## config.mk

```make
export PLATFORM = sky130hd
export DESIGN_NAME = bcei_sqrt
export DESIGN_NICKNAME = d
export VERILOG_FILES = /design/src/rtl/core/bcei_pkg.sv /design/src/rtl/core/bcei_sqrt.sv
export SDC_FILE = /design/constraint.sdc
export NUM_CORES = 1
export LEC_CHECK = 0
export BUFFER_PORTS_ARGS = -buffer_cell sky130_fd_sc_hd__buf_2
export CAP_MARGIN = 25
export CORE_ASPECT_RATIO = 1.75
export CORE_MARGIN = 4
export CORE_UTILIZATION = 50
export DETAILED_ROUTE_END_ITERATION = 10
export PLACE_DENSITY_LB_ADDON = 0.3
export RECOVER_POWER = 25
export SLEW_MARGIN = 20
export SYNTH_ARGS = -nofsm -noshare
export SYNTH_HDL_FRONTEND = slang
export SYNTH_SLANG_ARGS = --single-unit
```

## constraint.sdc

```tcl
create_clock -name clk -period 4.1 [get_ports clk]
set_input_delay 0.41 -clock clk [delete_from_list [all_inputs] [get_ports clk]]
set_output_delay 0.41 -clock clk [all_outputs]
set_load 0.03 [all_outputs]
```

## src/rtl/core/bcei_pkg.sv

```systemverilog
package bcei_pkg;

  localparam int LAYERS     = 512;
  localparam int RECORDS    = 256;
  localparam int COUNT_BITS = 16;

  localparam int BIN_TOTAL = LAYERS * RECORDS;
  localparam int BIN_BITS  = (BIN_TOTAL > 1) ? $clog2(BIN_TOTAL) : 1;

  // root of count * 2^32 needs half the bits of the radicand, rounded up
  localparam int ROOT_W    = (COUNT_BITS + 33) / 2;
  localparam int STEP_BITS = $clog2(ROOT_W);

  localparam int ERR_W     = 32;
  localparam int FRAC_BITS = 16;
  localparam int PROD_W    = ERR_W + ROOT_W;

  localparam logic [COUNT_BITS-1:0] COUNT_MAX = '1;

  typedef logic [1:0] cmd_t;
  localparam cmd_t CMD_CLEAR = 2'd0;
  localparam cmd_t CMD_COUNT = 2'd1;
  localparam cmd_t CMD_SCALE = 2'd2;

endpackage

```

## src/rtl/core/bcei_sqrt.sv

```systemverilog
module bcei_sqrt (
  input  logic                            clk,
  input  logic                            rst,
  input  logic                            go,
  input  logic [bcei_pkg::COUNT_BITS-1:0] cnt,
  output logic                            done,
  output logic [bcei_pkg::ROOT_W-1:0]     root
);
  import bcei_pkg::*;

  logic [2*ROOT_W-1:0]  rad;
  logic [ROOT_W+1:0]    rem;
  logic [ROOT_W+1:0]    rem_sh;
  logic [ROOT_W+1:0]    trial;
  logic [ROOT_W+1:0]    rem_next;
  logic [ROOT_W-1:0]    root_next;
  logic [STEP_BITS-1:0] step;
  logic                 running;
  logic                 ge;

  // one root bit per cycle, two radicand bits brought down each step
  always_comb begin
    rem_sh    = {rem[ROOT_W-1:0], rad[2*ROOT_W-1 -: 2]};
    trial     = {root, 2'b01};
    ge        = (rem_sh >= trial);
    rem_next  = ge ? (rem_sh - trial) : rem_sh;
    root_next = {root[ROOT_W-2:0], ge};
  end

  always_ff @(posedge clk) begin
    if (rst) begin
      running <= 1'b0;
      done    <= 1'b0;
    end else begin
      done <= 1'b0;
      if (go) begin
        rad     <= (2*ROOT_W)'({cnt, 32'b0});
        rem     <= '0;
        root    <= '0;
        step    <= STEP_BITS'(ROOT_W - 1);
        running <= 1'b1;
      end else if (running) begin
        rad  <= {rad[2*ROOT_W-3:0], 2'b00};
        rem  <= rem_next;
        root <= root_next;
        if (step == '0) begin
          running <= 1'b0;
          done    <= 1'b1;
        end else begin
          step <= step - 1'b1;
        end
      end
    end
  end

endmodule

```

## Word-level counts from Yosys, hierarchy flattened

Index checks and enable logic that the tools add are counted.

| storage, ports and cells | value |
|---|---|
| output and inout bits | 25 |
| input bits | 19 |
| flip-flop bits (word level) | 101 |
| logic and storage cells | 29 |

| cells by class | value |
|---|---|
| add/subtract/negate cells | 2 |
| multiplexer cells | 11 |
| eq/ne operators | 1 |
| reduce and logical (&&, ||, !) cells | 5 |
| $lt $le $gt $ge | 1 |
| bitwise gates (word level) | 2 |

Operators by type and width:

| cell | number |
|---|---|
| 48-bit two-way mux | 2 |
| 24-bit two-way mux | 3 |
| 26-bit >= comparator | 1 |
| 24-bit subtractor | 1 |
| 5-bit two-way mux | 2 |
| 5-bit logical NOT | 1 |
| 5-bit by 1-bit subtractor with 5-bit output (second input constant) | 1 |
| 1-bit two-way mux | 4 |
| 3-bit AND reduction | 1 |
| 3-bit OR reduction | 1 |
| 2-bit inequality test (second input constant) | 1 |
| 1-bit inverter | 2 |
| 2-bit AND reduction | 1 |
| 2-bit nonzero test | 1 |

## Logic depth before layout (Yosys ltp)

| depth | value |
|---|---|
| word-level depth | 4 |
| mapped depth | 12 |
| depth with buffers taken out | 10 |

## Least setup slack after synthesis

Ideal clock, no wire load.

| path | value |
|---|---|
| path type | input to register |
| from | input port go |
| to | register step[0] (enable) |
| arrival time | 4.005 ns |
| data required time | 3.780 ns |
| setup time | 0.320 ns |
| cell stages on the path | 4 |
| path buffers | 1 |
| path slack | -0.225 ns |
| cell sequence | buf_1 > nor2_1 > nor2_1 > and2_1 |

| between the ends | value |
|---|---|
| cells in the longest elaborated chain, start to end | 2 |
| elaborated cells between the ends (all ways) | 3 |
| classes of those cells | 1 x eq/ne; 2 x reduce/logical |

Ends and longest elaborated chain:

| what | RTL line | source |
|---|---|---|
| start, declared | bcei_sqrt.sv:4 | `input logic go,` |
| 2-bit inequality test (no line) / 2-bit nonzero test (equally long branches) | - |  |
| 3-bit AND reduction (no line) * | - |  |
| end signal, assigned | bcei_sqrt.sv:40 | `step <= STEP_BITS'(ROOT_W - 1);` |
| end signal, assigned | bcei_sqrt.sv:50 | `step <= step - 1'b1;` |
| end, declared | bcei_sqrt.sv:17 | `logic [STEP_BITS-1:0] step;` |

Every way passes the cells marked *; elsewhere a longest branch is shown, timed or not.
A chain may end at the register's enable or synchronous reset.

## Worst setup path in the final report

| path | value |
|---|---|
| from | register root[13] in the netlist's numbering |
| to | register rem[22], data pin |

| between the ends | value |
|---|---|
| cells in the longest elaborated chain, start to end | 3 |
| elaborated cells between the ends (all ways) | 4 |
| classes of those cells | 1 x add/sub; 1 x order compare; 2 x mux |

Ends and longest elaborated chain:

| what | RTL line | source |
|---|---|---|
| start, declared | bcei_sqrt.sv:7 | `output logic [bcei_pkg::ROOT_W-1:0] root` |
| start signal, assigned | bcei_sqrt.sv:45 | `root <= root_next;` |
| 24-bit subtractor / 26-bit >= comparator (equally long branches) | bcei_sqrt.sv:26, bcei_sqrt.sv:25 |  |
| 24-bit two-way mux * | bcei_sqrt.sv:26 | `rem_next = ge ? (rem_sh - trial) : rem_sh;` |
| 24-bit two-way mux * | bcei_sqrt.sv:42 | `end else if (running) begin` |
| end signal, assigned | bcei_sqrt.sv:44 | `rem <= rem_next;` |
| end, declared | bcei_sqrt.sv:12 | `logic [ROOT_W+1:0] rem;` |

Every way passes the cells marked *; elsewhere a longest branch is shown, timed or not. The select of a mux whose other input is x is not followed.

==> metrics.txt <==
Synth Instances 393; register area share after synthesis 50.0%; Setup Buffers After CTS 0; row cnt 44; R2R Setup Slk between 0.8 and 0.9 ns; first-pass GRT wire length 14.7 mm; Die W 77.5 um; skew final 0.00618 ns; multiplexer area fraction after synthesis 8.23%; Yosys top cell by area edfxtp_1; syn_nets 440; Final Hold Fails 0; CTS Buf Count 9; hold_ws 0.259 ns; Total Routing Usage GR 18.6%; CTS tree done; post-route ant nets 0; hpwl dp between 6 and 7 mm; Compound-Gate Fraction of Synth Area between 10% and 20%; Reg area 2110 um^2; Power per Cell Area 453 nW/um^2; WL final between 8 and 9 mm; nets 486; largest net degree at the start of global routing 67; Most used DFF post-synth edfxtp_1; ys async rst share 0%; Max-Cap Viols 2; top cells by area, synth edfxtp_1 49%, ha_1 8.3%, nor2_1 5.4%; HP Start rst; share of the synthesized area in the top cell type roughly half; YS warnings 0; final cell count without fillers 536; most common cell after layout, fill and taps aside edfxtp_1; Max rail drop VDD 349 uV; die area around 10000 um^2; clk sinks between 70 and 80; FILL cells 733; Crit path arrival time between 3 and 4 ns; # setup viols final 0; area of the multi-input gates approximately 1900 um^2; Vias/cell 5.69; worst path required time ~4.2 ns; Max clock buf depth 2; post_cts resized 0; post-synthesis simple-gate area fraction a little over an eighth; DRC 0; Congestion Overflow GR 0; post-synthesis adder-cell area fraction 8.29%; xor/xnor cell area share of the yosys netlist 4.77%; failing checks max-capacitance violations, max-slew violations; Crit Path Max Fanout 17; fraction of layout cells with a size suffix above 1 approximately 14%; total core area 8260 um^2; final antenna diode count 0; Critical Path Sink Type flop; number of synthesized flops with an enable pin 69; startpoint types flop; max_slew headroom -91.2%; Tightest Pin Transition 2.87 ns; Netlist cell types 42; vias in the first global route 3260; CTS Root Cell clkbuf_16; H-tree Lvls 3; DR WL/cell 16.1 um; r2r startpoint root[13]$_SDFFCE_PP0P_; Placer Congestion 0.919; largest family of logic cells by synthesized area simple AND/OR/NAND/NOR gates; die height 130 um; Crit Reg-Reg Endpoint rem[22]$_SDFFCE_PP0P_; Starting Density a little over 50%; post-layout minimum cycle time 3.30 ns; Synth Cell Area 4230 um^2; Syn-to-layout area delta 13.6%; Worst-path clk slew around 0.06 ns; Post-CTS Hold Buffers 0; setup tns final 0 ns; Final Max Slew Viols between 90 and 100; DR vias approximately 3100; Syn Area/Cell 10.8 um^2; clk_lat worst skew 0.33 ns; initial antenna violation count 0; Reg2Reg Depth 11; placed cell count between 500 and 600; Hold Path Class in -> reg; DR iter-0 viols 247; post-synthesis register bit count 71; DR pass1 iterations 4; RSZ-0062 raised after global routing false; final core occ 58.1%; Ports 44; Static Leak 2.05 nW; Setup CP Type reg -> reg; period utilization 80.4%; WHS Path Cells 2; status finished, violations left; Max Fclk 303 MHz; Hold Crit Endpoint done$_SDFF_PP0_; port bufs 43; commonest non-fill, non-tap cells in the layout 69 x edfxtp_1, 61 x nor2_1, 30 x inv_1
==> synthesized netlist by cell type, types with 2 or more instances <==
library cell and instances:
edfxtp_1 69, nor2_1 61, inv_1 30, ha_1 28, nand2_1 22, a21oi_1 21
mux2i_1 19, o21ai_0 15, mux2_2 14, xnor2_1 13, xor2_1 10, a21o_1 8
clkbuf_1 7, nand2b_1 6, nand3_1 6, nor2b_1 6, nor3_1 6, and2_1 5
nand4_1 5, a31oi_1 4, o211ai_1 4, o21a_1 4, o21bai_1 4, a41oi_1 2
and3_1 2, buf_1 2, dfxtp_1 2, nor3b_1 2, o211a_1 2, or3_1 2
==> kinds of logic (layout without fill, tap and decap cells) <==
kind of cell / count (synthesis) / in the layout
mux: 33 / 33
flops: 71 / 71
buf+inv: 41 / 92
fa+ha+maj: 28 / 28
xor+xnor: 23 / 23
simple gates: 124 / 124
compound gates: 73 / 73
==> critical path: stages, from the launching register on <==
cell	delay [ns]
edfxtp_1	0.35
inv_1	0.06
ha_1	0.38
a21o_1	0.21
a21o_1	0.16
a21o_1	0.19
or3_1	0.34
o21a_1	0.23
o21ai_4	0.49
buf_12	0.24
nor2_1	0.06
a32o_1	0.33
==> per-stage QoR <==
stage | power [W] | worst slack [ns] | instance area, um^2
after CTS | 0.00220 | 0.890 | 4830
after global placement | 0.00142 | 0.985 | 4540
after detailed placement | 0.00144 | 0.891 | 4540
after floorplan | 0.00132 | 0.882 | 4230
after global routing | 0.00229 | 0.412 | 4800
final | 0.00218 | 0.805 | 4800
==> registers in the layout, summed over array words and instances (netlist names) <==
name,count
rad,16
done,1
root,24
rem,24
step,5
running,1
==> final cells by class <==
cell class                      instances  share of cell area [%]
Sequential cell                        71                    44.0
Timing Repair Buffer                   46                    4.77
Tap cell                               92                    2.40
Inverter                               30                    2.35
Clock buffer                            9                    4.69
Clock inverter                          7                    1.33
Multi-Input combinational cell        281                    40.4
==> worst max-delay path by stage <==
stage | slack (ns) | startpoint | end
after floorplan | 0.88 | go | step[0]$_SDFFCE_PP1P_
after global placement | 0.98 | root[13]$_SDFFCE_PP0P_ | rem[22]$_SDFFCE_PP0P_
after detailed placement | 0.89 | root[13]$_SDFFCE_PP0P_ | rem[22]$_SDFFCE_PP0P_
after CTS | 0.89 | root[13]$_SDFFCE_PP0P_ | rem[22]$_SDFFCE_PP0P_
after global routing | 0.41 | go | step[0]$_SDFFCE_PP1P_
final | 0.80 | root[13]$_SDFFCE_PP0P_ | rem[22]$_SDFFCE_PP0P_
==> per-layer routing <==
metal	wire length, um	vias to the layer above	part of all wire, %	global-route usage [%]
li1	-	1499	-	-
met3	350	22	4.1	4.24
met4	236	0	2.7	9.96
met1	3280	1457	38	19.6
met2	4760	74	55	34.1
met5	0	-	0	0
==> report_power, final <==
group | switching, W | internal, W | total [W]
clock network | 0.000288 | 0.000465 | 0.000752
logic | 0.000314 | 0.000214 | 0.000528
registers | 0.0000262 | 0.000869 | 0.000895
total | 0.000628 | 0.00155 | 0.00218
(Power assumes the default switching activity.)
